[src/hdl/hqs_pkg.sv]
// Shared types, widths, codes and packing helpers of the histogram quantile selector.
`timescale 1ns / 1ps

package hqs_pkg;

  // Field widths
  localparam int unsigned ValueW  = 32;
  localparam int unsigned CountW  = 32;
  localparam int unsigned SumW    = 42;
  localparam int unsigned DblW    = 33;
  localparam int unsigned KW      = 6;
  localparam int unsigned ErrW    = 2;
  localparam int unsigned TgtW    = SumW + 1;

  // Stream bus widths
  localparam int unsigned InDataW     = ValueW + CountW;
  localparam int unsigned OutFieldsW  = KW + DblW + SumW + ErrW;
  localparam int unsigned OutDataW    = ((OutFieldsW + 7) / 8) * 8;

  // Configuration port
  localparam int unsigned PaddrW = 3;
  localparam int unsigned PdataW = 32;
  localparam logic RegInterval = 1'b0;
  localparam logic RegAveraged = 1'b1;
  localparam logic [KW-1:0] IntervalReset = KW'(4);
  localparam logic          AveragedReset = 1'b1;

  // Error codes
  localparam logic [ErrW-1:0] ErrNone        = ErrW'(0);
  localparam logic [ErrW-1:0] ErrZeroTotal   = ErrW'(1);
  localparam logic [ErrW-1:0] ErrTooManyBins = ErrW'(2);

  // Configuration seen by the datapath
  typedef struct packed {
    logic [KW-1:0] interval_count;
    logic          averaged_steps;
  } cfg_t;

  // Divider result
  typedef struct packed {
    logic            done;
    logic [SumW-1:0] quo;
    logic [KW-1:0]   rem;
  } div_res_t;

  // Pack one result, first field in the lowest bits
  function automatic logic [OutDataW-1:0] pack_result(
    input logic [KW-1:0]   k,
    input logic [DblW-1:0] dbl,
    input logic [SumW-1:0] tot,
    input logic [ErrW-1:0] err
  );
    logic [OutDataW-1:0] w;
    w = '0;
    w[KW-1:0]                            = k;
    w[KW+DblW-1:KW]                      = dbl;
    w[KW+DblW+SumW-1:KW+DblW]            = tot;
    w[KW+DblW+SumW+ErrW-1:KW+DblW+SumW]  = err;
    return w;
  endfunction

endpackage

[src/hdl/hqs_cfg.sv]
// APB register file holding the interval count and the mode select.
`timescale 1ns / 1ps

module hqs_cfg (
  input  logic                       clk_i,
  input  logic                       rst_ni,
  input  logic                       psel,
  input  logic                       penable,
  input  logic                       pwrite,
  input  logic [hqs_pkg::PaddrW-1:0] paddr,
  input  logic [hqs_pkg::PdataW-1:0] pwdata,
  output logic [hqs_pkg::PdataW-1:0] prdata,
  output logic                       pready,
  output hqs_pkg::cfg_t              cfg_o
);
  import hqs_pkg::*;

  logic [KW-1:0] interval_q;
  logic          averaged_q;
  logic          wr_en;
  logic          reg_idx;

  assign pready  = 1'b1;
  assign wr_en   = psel && penable && pwrite;
  assign reg_idx = paddr[2];

  // Write registers on the access phase
  always_ff @(posedge clk_i or negedge rst_ni) begin
    if (!rst_ni) begin
      interval_q <= IntervalReset;
      averaged_q <= AveragedReset;
    end else if (wr_en) begin
      case (reg_idx)
        RegInterval: interval_q <= pwdata[KW-1:0];
        RegAveraged: averaged_q <= pwdata[0];
        default: ;
      endcase
    end
  end

  // Read back
  always_comb begin
    case (reg_idx)
      RegInterval: prdata = {{(PdataW-KW){1'b0}}, interval_q};
      RegAveraged: prdata = {{(PdataW-1){1'b0}}, averaged_q};
      default:     prdata = '0;
    endcase
  end

  assign cfg_o.interval_count = interval_q;
  assign cfg_o.averaged_steps = averaged_q;

endmodule

[config.mk]
export PLATFORM = sky130hd
export DESIGN_NAME = hqs_cfg
export DESIGN_NICKNAME = d
export VERILOG_FILES = /design/src/hdl/hqs_pkg.sv /design/src/hdl/hqs_cfg.sv
export SDC_FILE = /design/constraint.sdc
export NUM_CORES = 1
export LEC_CHECK = 0
export ABC_CLOCK_PERIOD_IN_PS = 1700
export BUFFER_PORTS_ARGS = -buffer_cell sky130_fd_sc_hd__buf_2
export CORE_ASPECT_RATIO = 1.25
export CORE_MARGIN = 2
export CORE_UTILIZATION = 31
export CTS_CLUSTER_DIAMETER = 40
export DETAILED_ROUTE_END_ITERATION = 8
export PLACE_DENSITY = 0.83
export SYNTH_ARGS = -nofsm -noshare
export SYNTH_HDL_FRONTEND = slang
export SYNTH_SLANG_ARGS = --single-unit
[constraint.sdc]
create_clock -name clk_i -period 1.7 [get_ports clk_i]
set_input_delay 0.17 -clock clk_i [delete_from_list [all_inputs] [get_ports clk_i]]
set_output_delay 0.17 -clock clk_i [all_outputs]
set_load 0.02 [all_outputs]
# [Word level (Yosys, flattened, before mapping)]
# Cells that the tools add are included.
[word_totals] wordCells=8 in_bits=40 register_bits=7 out_inout_bits=40
[classes] n_bitwise=1 muxes=1 reduce_logical=4
[op_table] op="32-bit case mux with 2 select lines" n=1
[op_table] op="2-bit AND reduction" n=2
[op_table] op="1-bit logical AND" n=2
[op_table] op="1-bit NOT" n=1

# [Logic depth before layout (Yosys ltp)]
[depth] word_depth=3 depth_mapped=2

# [Worst setup path after synthesis]
# Ideal clock, no wire load.
[synth_path] kind="register to output" startpoint="reg interval_q[2]" endpoint="out prdata[2] (netlist name)" path_buffers=0 path_stages_with_launch=2 arrival_ps=784 setup_slack_ps=746 required_time_ps=1530 path_cell_list="dfstp_2 > and2b_2"
[synth_via] elab_chain_len=1
[synth_lines] element="start: declaration" line_no="hqs_cfg.sv:18" source="logic [KW-1:0] interval_q;"
[synth_lines] element="start signal: assignment" line_no="hqs_cfg.sv:30" source="interval_q <= IntervalReset;"
[synth_lines] element="start signal: assignment" line_no="hqs_cfg.sv:34" source="RegInterval: interval_q <= pwdata[KW-1:0];"
[synth_lines] element="32-bit case mux with 2 select lines" line_no="hqs_cfg.sv:43" source="case (reg_idx)"
[synth_lines] element="end: declaration" line_no="hqs_cfg.sv:12" source="output logic [hqs_pkg::PdataW-1:0] prdata,"
# Every way passes these cells. The select of a mux whose other input is x is not followed.

# [Worst setup path after layout]
[layout_path] startpoint="reg averaged_q" endpoint="out prdata[0] (netlist name)"
[layout_via] elab_chain_len=1
[layout_lines] element="start: declaration" line_no="hqs_cfg.sv:19" source="logic averaged_q;"
[layout_lines] element="start signal: assignment" line_no="hqs_cfg.sv:31" source="averaged_q <= AveragedReset;"
[layout_lines] element="start signal: assignment" line_no="hqs_cfg.sv:35" source="RegAveraged: averaged_q <= pwdata[0];"
[layout_lines] element="32-bit case mux with 2 select lines" line_no="hqs_cfg.sv:43"
# Every way passes these cells. The select of a mux whose other input is x is not followed.

==> flow_metrics.tcl <==
set metrics [dict create \
    rr_startpoint "interval_q[3]$_DFFE_PN0P_" \
    ant_nets 0 \
    dr_total_vias 366 \
    layout_commonest_cell "conb_1" \
    final_cells 97 \
    hold_violations 0 \
    cts_resized 0 \
    clk_pin_slew_ns 0.05 \
    p_per_area_mw_per_mm2 1050 \
    port_buffers 24 \
    skew_ns 0 \
    dieArea_mm2 0.00216 \
    htree_levels 1 \
    cp.required_ns 1.53 \
    drt_iter0_drc 0 \
    cts_hold_buf 1 \
    ctsRootBufferMaster "clkbuf_4" \
    finalSetupViolCount 0 \
    insertion_delay_ns 0.25 \
    hp-class "in -> reg" \
    wire_per_inst_um 9.15 \
    syn_to_final_growth_pct 11.4 \
    fp.dieH_um 51.5 \
    synth_seq_cells 7 \
    die_w_um 42.0 \
    cts_tree "built" \
    cts_setup_buffers 0 \
    grtUsageTotal_pct 9.14 \
    finalSetupTns_ns 0 \
    max-cap-violations 0 \
    cts_made_buffers 3 \
    min_period_ns 1.24 \
    netlist_area_um2 559 \
    syn_area_per_cell_um2 10.8 \
    leakage_nw 0.366 \
    multiInputGateArea_um2 265 \
    antenna_found_initial 0 \
    ioPinCount 80 \
    first_pass_iters 1 \
    placementRows 17 \
    rsz0062_at_grt "false" \
    finalCritPeriodShare_pct 72.8 \
    crit_start "averaged_q$_DFFE_PN1P_" \
    irDropWorstVdd_mv 0.326 \
    clock_path_buffers 2 \
    hp-start "pwdata[3]" \
    max_freq_mhz 808 \
    holdWs_ns 0.148 \
    status "complete, no violations" \
    gp_congestion 0.595 \
    final-seq-area_um2 178 \
    synth_top_cell_by_area "buf_4" \
    overflow 0 \
    cts.sinks 7 \
    coreArea_mm2 0.00172 \
    critPathLaunchType "flop" \
    start_util_pct 32.5 \
    drc_errors 0 \
    synth_cells 52 \
    grt_pass1_wl_mm 1.44 \
    cp_max_fo 3 \
    hpwl_um 719 \
    final_cell_mix "conb_1 (27), buf_2 (24), mux2_2 (8)" \
    wl_um 888 \
    synth.area.top_cells "buf_4 (38%), dfrtp_1 (22%), mux2_2 (16%)" \
    yosysWarnings 0 \
    synth_top_area_share_pct 37.6 \
    grt_pass1_vias 332 \
    antennaDiodeCount 0 \
    drv_slew 0 \
    grt_max_degree 9 \
    layout.nets 119 \
    drive_above_1_share_pct 55.1 \
    fill_cells 187 \
    yosysSeqAreaShare_pct 31.8 \
    critPathCaptureType "output port" \
    arrival_ns 1.07 \
    critPathKind "reg -> out" \
    ys_types 8 \
    drt-vias-per-instance 3.77 \
    dpl.cell_count 92 \
]
## through the flow
step           utilization [%]  worst slack [ns]  cell area (um2)  power [mW]
3_3_place_gp              34.1             0.676              587       0.501
6_report                  36.2             0.463              623       0.657
4_1_cts                   36.2             0.452              623       0.671
5_1_grt                   36.2             0.401              623       0.710
2_1_floorplan                -             0.746              653       0.477
3_5_place_dp              34.1             0.668              587       0.508
## Yosys cell counts
library cell  number
and2b_2            5
buf_4             28
conb_1             2
dfrtp_1            5
dfstp_2            2
mux2_2             8
nand4_1            1
nand4b_4           1
## final timing paths
kind,to,slack [ns],cells past startpoint
worst max-delay path,prdata[0],0.46,2
worst min-delay path,interval_q[3]$_DFFE_PN0P_,0.15,2
worst max register to register,interval_q[3]$_DFFE_PN0P_,0.94,1
worst min register to register,interval_q[4]$_DFFE_PN0P_,0.52,1
max in group asynchronous,interval_q[2]$_DFFE_PN1P_,1.18,2
min in group asynchronous,interval_q[0]$_DFFE_PN0P_,0.28,2
## cell families (layout without fill, tap and decap cells)
group                  after synthesis  after routing  synth area share, %
DFF                                  7              7                 31.8
buffers and inverters               28             29                 37.6
and+or+nand+nor                      7              7                 13.2
muxes                                8              8                 16.1
other                                2             27                 1.34
## worst max-delay path, cell delays in order (launching register included)
cell and delay, ns:
dfstp_2 0.53, mux2_2 0.14, buf_2 0.15
## area by class of cell
cell class / instances / area share [%]
tap: 19 / 3.82
clock buffer: 4 / 4.22
timing repair buffer: 25 / 20.9
sequential: 7 / 28.5
multi-input combinational: 42 / 42.6
## routing by layer
layer  routed length [um]  up-vias  GRT usage, %
li1                     -      162             -
met4                    0        0          6.45
met5                    0        -             0
met1                  296      169          10.3
met3                  139        0          2.43
met2                  452       35          14.8
## sequential cells by signal, summed over array words and instances, names as in the netlist
signal,count
averaged_q,1
interval_q,6
## where the power goes
group	leakage (nW)	internal [mW]	switching [mW]
registers	0.0810	0.211	0.0222
clock network	0.0150	0.0897	0.0629
logic	0.270	0.0952	0.176
total	0.366	0.396	0.261
No activity file was read; power rests on OpenSTA's default activity.
