`src/hdl/hqs_pkg.sv`:
```
// Shared types, widths, codes and packing helpers of the histogram quantile selector.
`timescale 1ns / 1ps

package hqs_pkg;

  // Field widths
  localparam int unsigned ValueW  = 32;
  localparam int unsigned CountW  = 32;
  localparam int unsigned SumW    = 42;
  localparam int unsigned DblW    = 33;
  localparam int unsigned KW      = 6;
  localparam int unsigned ErrW    = 2;
  localparam int unsigned TgtW    = SumW + 1;

  // Stream bus widths
  localparam int unsigned InDataW     = ValueW + CountW;
  localparam int unsigned OutFieldsW  = KW + DblW + SumW + ErrW;
  localparam int unsigned OutDataW    = ((OutFieldsW + 7) / 8) * 8;

  // Configuration port
  localparam int unsigned PaddrW = 3;
  localparam int unsigned PdataW = 32;
  localparam logic RegInterval = 1'b0;
  localparam logic RegAveraged = 1'b1;
  localparam logic [KW-1:0] IntervalReset = KW'(4);
  localparam logic          AveragedReset = 1'b1;

  // Error codes
  localparam logic [ErrW-1:0] ErrNone        = ErrW'(0);
  localparam logic [ErrW-1:0] ErrZeroTotal   = ErrW'(1);
  localparam logic [ErrW-1:0] ErrTooManyBins = ErrW'(2);

  // Configuration seen by the datapath
  typedef struct packed {
    logic [KW-1:0] interval_count;
    logic          averaged_steps;
  } cfg_t;

  // Divider result
  typedef struct packed {
    logic            done;
    logic [SumW-1:0] quo;
    logic [KW-1:0]   rem;
  } div_res_t;

  // Pack one result, first field in the lowest bits
  function automatic logic [OutDataW-1:0] pack_result(
    input logic [KW-1:0]   k,
    input logic [DblW-1:0] dbl,
    input logic [SumW-1:0] tot,
    input logic [ErrW-1:0] err
  );
    logic [OutDataW-1:0] w;
    w = '0;
    w[KW-1:0]                            = k;
    w[KW+DblW-1:KW]                      = dbl;
    w[KW+DblW+SumW-1:KW+DblW]            = tot;
    w[KW+DblW+SumW+ErrW-1:KW+DblW+SumW]  = err;
    return w;
  endfunction

endpackage

```
`src/hdl/hqs_div.sv`:
```
// Bit-serial restoring divider: total count by interval count, one quotient bit a cycle.
`timescale 1ns / 1ps

module hqs_div (
  input  logic                     clk_i,
  input  logic                     rst_ni,
  input  logic                     start_i,
  input  logic [hqs_pkg::SumW-1:0] dividend_i,
  input  logic [hqs_pkg::KW-1:0]   divisor_i,
  output hqs_pkg::div_res_t        res_o
);
  import hqs_pkg::*;

  localparam int unsigned CntW = $clog2(SumW + 1);

  logic [CntW-1:0] cnt_q;
  logic            busy_q;
  logic            done_q;
  logic [SumW-1:0] dvd_q;
  logic [SumW-1:0] quo_q;
  logic [KW-1:0]   rem_q;
  logic [KW:0]     trial;
  logic            ge;

  // Partial remainder with the next dividend bit shifted in
  assign trial = {rem_q, dvd_q[SumW-1]};
  assign ge    = trial >= {1'b0, divisor_i};

  // Iterate one bit per cycle
  always_ff @(posedge clk_i or negedge rst_ni) begin
    if (!rst_ni) begin
      cnt_q  <= '0;
      busy_q <= 1'b0;
      done_q <= 1'b0;
      dvd_q  <= '0;
      quo_q  <= '0;
      rem_q  <= '0;
    end else if (start_i) begin
      cnt_q  <= CntW'(SumW);
      busy_q <= 1'b1;
      done_q <= 1'b0;
      dvd_q  <= dividend_i;
      quo_q  <= '0;
      rem_q  <= '0;
    end else if (busy_q) begin
      rem_q <= ge ? KW'(trial - {1'b0, divisor_i}) : trial[KW-1:0];
      quo_q <= {quo_q[SumW-2:0], ge};
      dvd_q <= {dvd_q[SumW-2:0], 1'b0};
      cnt_q <= cnt_q - CntW'(1);
      if (cnt_q == CntW'(1)) begin
        busy_q <= 1'b0;
        done_q <= 1'b1;
      end
    end
  end

  assign res_o.done = done_q;
  assign res_o.quo  = quo_q;
  assign res_o.rem  = rem_q;

endmodule

```
`config.mk`:
```
export PLATFORM = sky130hd
export DESIGN_NAME = hqs_div
export DESIGN_NICKNAME = d
export VERILOG_FILES = /design/src/hdl/hqs_pkg.sv /design/src/hdl/hqs_div.sv
export SDC_FILE = /design/constraint.sdc
export NUM_CORES = 1
export LEC_CHECK = 0
export BUFFER_PORTS_ARGS = -buffer_cell sky130_fd_sc_hd__buf_2
export CAP_MARGIN = 0
export CORE_MARGIN = 3
export CORE_UTILIZATION = 54
export DETAILED_ROUTE_END_ITERATION = 12
export PLACE_DENSITY = 0.79
export SYNTH_ARGS = -nofsm -noshare
export SYNTH_HDL_FRONTEND = slang
export SYNTH_SLANG_ARGS = --single-unit
```
`constraint.sdc`:
```
create_clock -name clk_i -period 2.5 [get_ports clk_i]
set_clock_uncertainty 0.05 [all_clocks]
set_input_delay 0.5 -clock clk_i [delete_from_list [all_inputs] [get_ports clk_i]]
set_output_delay 0.5 -clock clk_i [all_outputs]
set_load 0.01 [all_outputs]
```
---- After elaboration in Yosys (flattened, before gate mapping) ----
Cells that the tools add are included.
word-level totals
  logic and storage cells ................. 28
  input bits .............................. 51
  bits in registers ....................... 98
  output and inout port bits .............. 49
cells by class
  muxes and demuxes ....................... 15
  $lt $le $gt $ge ......................... 1
  reduce and logical (&&, ||, !) cells .... 3
  $add $sub $neg .......................... 2
  equality and inequality tests ........... 1
operators with widths
  cell                                                                count
  42-bit 2-to-1 mux                                                   4
  6-bit 2-to-1 mux                                                    5
  7-bit by 6-bit >= comparator with 1-bit output                      1
  6-bit by 1-bit == test with 1-bit output, second input constant     1
  1-bit 2-to-1 mux                                                    6
  6-bit by 1-bit subtractor with 6-bit output, second input constant  1
  6-bit subtractor                                                    1
  2-bit nonzero test                                                  2
  2-bit AND reduction                                                 1

---- Depth between registers and ports, before layout ----
Gate-level depths: netlist of run 1.
  depth after elaboration ................. 4
  depth in mapped cells ................... 8
  depth with buffers taken out ............ 8

---- Worst setup path before layout of run 1 ----
Ideal clock, no wire load.
  path kind ............................... input port to flip-flop
  from .................................... input divisor_i[3] in the netlist's numbering
  to ...................................... register rem_q[1]
  data arrival time ....................... 1809 ps
  cell stages on the path ................. 7
  path slack .............................. 542 ps
  setup time .............................. 99 ps
  data required time ...................... 2351 ps
  buffers on the path ..................... 0
  path through ............................ inv_1 > ha_1 > a21o_1 > a21oi_4 > a41o_1 > nand2_1 > a311oi_1
on the way
  longest elaborated chain between the ends .. 4
RTL lines
  what                                            line           RTL
  from (decl)                                     hqs_div.sv:9   input logic [hqs_pkg::KW-1:0] divisor_i,
  7-bit by 6-bit >= comparator with 1-bit output  hqs_div.sv:27  assign ge = trial >= {1'b0, divisor_i};
  6-bit 2-to-1 mux                                hqs_div.sv:46  rem_q <= ge ? KW'(trial - {1'b0, divisor_i}) : trial[KW-1:0];
  6-bit 2-to-1 mux                                hqs_div.sv:45  end else if (busy_q) begin
  6-bit 2-to-1 mux                                hqs_div.sv:38  end else if (start_i) begin
  to (signal assigned)                            hqs_div.sv:46
  to (decl)                                       hqs_div.sv:21  logic [KW-1:0] rem_q;
Every way passes these cells. The select of a mux whose other input is x is not followed.
A chain may end at the register's enable or synchronous reset.

---- Worst setup path in the final report of run 1 ----
  from .................................... register rem_q[2]
  to ...................................... register rem_q[0]
on the way
  longest elaborated chain between the ends .. 4
RTL lines
  what                                            line
  7-bit by 6-bit >= comparator with 1-bit output  hqs_div.sv:27
  6-bit 2-to-1 mux                                hqs_div.sv:46
  6-bit 2-to-1 mux                                hqs_div.sv:45
  6-bit 2-to-1 mux                                hqs_div.sv:38
Every way passes these cells. The select of a mux whose other input is x is not followed.

==> impl_results.md, run 1 <==
* Worst R2R End: rem_q[0]$_DFFE_PN0P_
* Primary flip-flop cell chosen by synthesis mapping: dfrtp_1
* Number of DRC violations after detailed-routing iteration 0 at 107
* Setup repair after global routing missed its margin: no
* Most area-consuming cells after synthesis: dfrtp_1 54%, mux2i_1 18%, o21ai_0 4.8%, nor2_1 4.4%, nand2_1 4.3%
* Starting density of the core at 0.572
* Final Cell Area at 5330 um2
* Peak supply drop at 0.000279 V
* Setup repair bufs after CTS at 0
* Quantity of I/O buffers inserted on ports at 99
* Result of the run: finished, final reports clean
* Synthesized net count at 484
* Share of the clock period used by the worst path after layout at 0.809
* Minimum setup slack among reg-to-reg paths at 0.48 ns
* Vias per std cell at 5.33
* Family of cells with the greatest summed delay on the critical path: compound AO/OA/AOI/OAI gates
* Leakage dissipation at 0.00321 uW
* Width of the chip at 97.9 um
* Initial antenna violation count at 0
* Synthesized area per cell at 10.8 um2
* Endpoint arrival time on the critical path at 2.22 ns
* Largest net degree at the start of global routing at 65
* Final setup viols at 0
* Mapped cell area at 4560 um2
* R2r worst-path depth at 6
* Die height at 97.9 um
* # DRC at 0
* Via count of the routed design at 3293
* Min cycle time layout at 2.02 ns
* Fraction of synthesis flops using an asynchronous set or reset pin at 1.00
* Avg WL per Cell at 14.3 um
* Setup TNS after final layout at 0 ns
* Critical path class: reg -> reg
* Ys Warns at 0
* Power per Cell Area at 621 nW/um2
* Global-route wire length before repair at 15500 um
* TritonCTS Sinks at 98
* Crit path cell chain: ha_1 > a21o_1 > a21oi_4 > a41o_1 > nand2_1 > a311oi_1
* Post-synth EDFFs at 0
* Std cell rows at 32
* Post-layout net count at 571
* Die Area at 9580 um2
* Hold Violations, Final at 0
* Number of gates given a new drive strength after cts at 0
* FF-to-FF Start: rem_q[2]$_DFFE_PN0P_
* Tot GR Track Use at 0.193
* Growth of design area from synthesis to finish at 16.9%
* Number of detailed-route iterations in the first pass at 4
* HPWL Detailed at 6120 um
* Share of the synthesized area in the top cell type at 0.538
* Fmax at 0.494 GHz
* Antenna viol nets, final at 0
* Number of H-tree levels at 3
* Sequential element share of the synthesized area at 0.538
* Final weighted congestion of routability-driven global placement at 0.832
* Cell type with the largest total area after synthesis: dfrtp_1
* Overflow left after global routing at 0
* Max-slew headroom at 0.593
* Maximum fanout along the worst path at 6
* CTS root buffer: clkbuf_8
* Total cell area at the placement stage at 5160 um2
* Via count of the first global-routing pass at 3358
* Core Region at 7970 um2
* Number of ports placed on the die boundary at 100
* Cts bufs inserted at 9
* Clock transition at the registers of the reported paths at 0.09 ns
* Transition at the pin with the smallest max-transition slack at 0.602 ns
* Final Slew Violations at 0
* Share of post-route cells with drive strength above 1 at 0.244
* TritonCTS clock tree: yes
* Clock buffer depth at 2
* Clock insertion delay at the later pin of the skew report at 0.35 ns
* Startpoint Class: flip-flop
* Peak per-stage delay on the critical path at 0.44 ns
* Crit. End Element: flip-flop
* FF+latch count, synth at 98
* Antenna Diode Count at 0
* DRT Wirelength at 8830 um
* Hold-fix buffers, CTS at 0
* Max-cap check violation count at 0
* Synth unique cells at 38
* Final cell utilization of the core at 0.669
* Buffers plus inverters on the worst setup path at 0
* Path category of the worst min-delay check: in -> async
* Worst setup path startpoint: rem_q[2]$_DFFE_PN0P_
* Count of mapped cells out of synthesis at 424
* Cell with the largest stage delay on the worst path: dfrtp_1
* Crit path required time at 2.69 ns
## cell usage in the layout, fill, tap and decap left out, types with 2 or more instances in the layout
cell type	count
dfrtp_1	97
buf_2	97
mux2i_1	82
nor2_1	54
nand2_1	52
o21ai_0	44
inv_1	11
clkbuf_8	9
ha_1	8
xnor2_1	4
a311oi_1	4
a21oi_1	4
nand2b_1	4
buf_4	4
buf_12	4
xor2_1	3
a21o_1	2
nor3_1	2
nand4b_1	2
and3_1	2
clkinv_4	2
clkbuf_1	2
## through the flow
stage / instances / setup slack [ns] / total power, uW / hold WS [ns]
after floorplan: 424 / 0.542 / 2220 / 0.154
after global placement: 602 / 0.376 / 2420 / 0.448
after detailed placement: 602 / 0.272 / 2440 / 0.459
after CTS: 618 / 0.460 / 3350 / 0.0693
after global routing: 618 / 0.333 / 3500 / 0.0938
final: 618 / 0.476 / 3310 / 0.0672
## cell usage after synthesis (2+ instances only)
cell type   n
a311oi_1    4
nand4b_1    2
a21o_1      2
nor3_1      2
a21oi_1     4
inv_1      11
clkbuf_1   17
buf_2      11
mux2i_1    82
xnor2_1     4
nand2_1    52
dfrtp_1    98
nor2_1     54
o21ai_0    44
and3_1      2
nand2b_1    4
ha_1        8
xor2_1      3
## power by group
| part | total, uW | switching, uW | internal (uW) |
|---|---|---|---|
| Combinational | 624 | 345 | 279 |
| Clock | 907 | 538 | 369 |
| Sequential | 1780 | 89.5 | 1690 |
| Total | 3310 | 972 | 2340 |
## layout make-up
cell class                 instances  area (um2)
sequential                        98        2460
fill                             644        2640
clock inverter                     5        38.8
multi-input combinational        286        1940
clock buffer                      11         131
tap                              102         128
timing repair buffer             105         596
inverter                          11        41.3
## cells by family after synthesis
kind of cell               count (synthesis)  synth area share
AOI/OAI and AO/OA                         64            0.0878
and+or+nand+nor                          124             0.118
muxes                                     82             0.180
buffers and inverters                     40            0.0368
xor gates and xnor gates                   7            0.0134
DFF                                       98             0.538
adders and majority gates                  9            0.0263
## state kept, by name (all words and copies together), names as in the netlist
name / cells
dvd_q: 42
done_q: 1
rem_q: 6
busy_q: 1
cnt_q: 6
quo_q: 42
## metal layers
layer / GRT usage / vias up / share of wire
li1: - / 1609 / -
met1: 0.256 / 1594 / 0.44
met2: 0.315 / 81 / 0.49
met3: 0.0507 / 9 / 0.061
met4: 0.0543 / 0 / 0.0093
met5: 0 / - / 0
## how the worst max path moves through the flow
stage	cells past startpoint	slack, ns	to
after floorplan	7	0.54	rem_q[1]$_DFFE_PN0P_
after detailed placement	8	0.27	rem_q[0]$_DFFE_PN0P_
after global placement	8	0.38	rem_q[1]$_DFFE_PN0P_
after CTS	6	0.46	rem_q[3]$_DFFE_PN0P_
after global routing	6	0.33	rem_q[3]$_DFFE_PN0P_
final	6	0.48	rem_q[0]$_DFFE_PN0P_
## worst register-to-register path, stage by stage, from the launching register on
cell and delay, ns:
dfrtp_1 0.44, ha_1 0.35, a21o_1 0.22, a21oi_4 0.21
a41o_1 0.31, nand2_1 0.08, a311oi_1 0.28
(Power assumes the default switching activity.)
==> inputs of run 2 (changes only) <==
==> constraint.sdc (replaced) <==
create_clock -name clk_i -period 2.1 [get_ports clk_i]
set_clock_uncertainty 0.05 [all_clocks]
set_input_delay 0.42 -clock clk_i [delete_from_list [all_inputs] [get_ports clk_i]]
set_output_delay 0.42 -clock clk_i [all_outputs]
set_load 0.01 [all_outputs]
==> impl_results.md, run 2 (synthesis results as in run 1) <==
* TritonCTS clock tree: yes
* Antenna viol nets, final at 0 (unchanged)
* DP Cell Count at 609 (+1.2%)
* Maximum fanout along the worst path at 3 (-3)
* Largest net degree at the start of global routing at 99 (+52%)
* Hold Worst Slack at 0.0674 ns (+0.000179 ns)
* Number of ports placed on the die boundary at 100 (unchanged)
* Core Region at 7970 um2 (unchanged)
* Crit path required time at 2.29 ns (-0.40 ns)
* Final Slew Violations at 0 (unchanged)
* Antenna Diode Count at 0 (unchanged)
* Hold Violations, Final at 0 (unchanged)
* Die Area at 9580 um2 (unchanged)
* Cell with the largest stage delay on the worst path: fa_1
* Result of the run: finished, final reports clean
* Final setup viols at 0 (unchanged)
* Number of inserted filler cells in the final layout at 637 (-1.1%)
* Number of DRC violations after detailed-routing iteration 0 at 116 (+8.4%)
* Leakage dissipation at 0.00325 uW (+1.2%)
* Most frequent cell on the critical path: inv_1
* Overflow left after global routing at 0 (unchanged)
* Endpoint arrival time on the critical path at 2.13 ns (-0.09 ns)
* Critical path class: reg -> reg
* Largest registers: dvd_q: 42 flops, quo_q: 42 flops
* Peak supply drop at 0.000444 V (+59%)
* Final cell utilization of the core at 0.678 (+0.00879)
* Number of detailed-route iterations in the first pass at 4 (unchanged)
* Peak per-stage delay on the critical path at 0.43 ns (about the same)
* Share of post-route cells with drive strength above 1 at 0.262 (+0.0178)
* Fmax at 0.517 GHz (+4.7%)
* Cts bufs inserted at 9 (unchanged)
* Number of H-tree levels at 3 (unchanged)
* Share of the clock period used by the worst path after layout at 0.921 (+0.111)
* Worst setup path startpoint: dvd_q[41]$_DFFE_PN0P_
* TritonCTS Sinks at 98 (unchanged)
* Max-cap check violation count at 0 (unchanged)
* Startpoint Class: flip-flop
* Post-layout net count at 578 (+1.2%)
* Growth of design area from synthesis to finish at 18.4%
* Die height at 97.9 um (unchanged)
* Setup TNS after final layout at 0 ns (unchanged)
* FF-to-FF Start: dvd_q[41]$_DFFE_PN0P_
* Crit path cell chain: inv_1 > ha_1 > inv_1 > fa_1 > a31oi_2 > xnor2_1 > nand2_1 > a311oi_1
* Clock transition at the registers of the reported paths at 0.09 ns (about the same)
* Setup repair bufs after CTS at 0 (unchanged)
* Path category of the worst min-delay check: in -> async
* Std cell rows at 32 (unchanged)
* Layout Cells excl Fill at 625 (+1.1%)
* Avg WL per Cell at 14.3 um (about the same)
* Width of the chip at 97.9 um (unchanged)
* # DRC at 0 (unchanged)
* Area taken by flip-flops and latches at 2460 um2 (unchanged)
* Clock buffer depth at 2 (unchanged)
* Via count of the first global-routing pass at 3338 (-0.60%)
* Final weighted congestion of routability-driven global placement at 0.865 (+3.9%)
* HPWL Detailed at 6020 um (-1.7%)
* Vias per std cell at 5.32 (-0.16%)
* Total cell area at the placement stage at 5210 um2 (+1.0%)
* Final Cell Area at 5400 um2 (+1.3%)
* Starting density of the core at 0.572 (unchanged)
* Transition at the pin with the smallest max-transition slack at 0.558 ns (-0.0443 ns)
* Setup repair after global routing missed its margin: no
* Power per Cell Area at 745 nW/um2 (+20%)
* DRT Wirelength at 8940 um (+1.2%)
* Most frequent cells in the layout: 97 x dfrtp_1, 97 x buf_2, 82 x mux2i_1, 54 x nor2_1, 52 x nand2_1
* CTS root buffer: clkbuf_8
* Initial antenna violation count at 0 (unchanged)
* Crit. End Element: flip-flop
* Via count of the routed design at 3325 (+0.97%)
* Total area of multi-input combinational cells at 1960 um2 (+1.0%)
* Global-route wire length before repair at 15400 um (-0.72%)
* Max-slew headroom at 0.623 (+0.0300)
* Quantity of I/O buffers inserted on ports at 99 (unchanged)
* Clock insertion delay at the later pin of the skew report at 0.34 ns (about the same)
* Tot GR Track Use at 0.191 (-0.00214)
* Min cycle time layout at 1.93 ns (-0.0902 ns)
run 2: what timing repair did:
item,CTS,global route
setup endpoints to repair,0,2
resized for setup,0,3
hold buffers,0,0
run 2: power by group:
part	switching, uW	total [uW]	internal [uW]
clock	624	1060	434
sequential	105	2120	2010
combinational	451	843	392
total	1180	4020	2840
run 2: final timing paths:
kind | to | slack, ns | cells past startpoint
worst max register to register | rem_q[4]$_DFFE_PN0P_ | 0.17 | 8
max in group asynchronous | quo_q[2]$_DFFE_PN0P_ | 1.53 | 2
worst max-delay path | rem_q[4]$_DFFE_PN0P_ | 0.17 | 8
worst min register to register | done_q$_DFFE_PN0P_ | 0.49 | 2
min in group clk_i | dvd_q[12]$_DFFE_PN0P_ | 0.23 | 3
worst min-delay path | rem_q[1]$_DFFE_PN0P_ | 0.07 | 2
run 2: critical path: cells and delay by family (launching register included):
family          cells  cell delay [ns]
simple gates        1             0.07
buf+inv             2             0.12
xor+xnor            1             0.13
fa+ha+maj           2             0.61
flops               1             0.41
compound gates      2             0.43
run 2: per-layer routing:
layer  share of wire  global-route usage  vias up
met5               0                   0        -
met2            0.48               0.303       82
met1            0.44               0.264     1603
met3           0.066              0.0471        6
met4          0.0078              0.0511        0
li1                -                   -     1634
run 2: final cells by class:
class                           instances  share of cell area
Clock inverter                          6             0.00741
Inverter                               11             0.00765
Multi-Input combinational cell        286               0.363
Sequential cell                        98               0.455
Timing Repair Buffer                  112               0.120
Clock buffer                           10              0.0236
Tap cell                              102              0.0236
run 2: through the flow:
step | total power, uW | setup slack, ns
2_1_floorplan | 2650 | 0.222
3_3_place_gp | 2930 | 0.122
3_5_place_dp | 2970 | 0.0108
4_1_cts | 4040 | 0.112
5_1_grt | 4280 | 0.000868
6_report | 4020 | 0.167
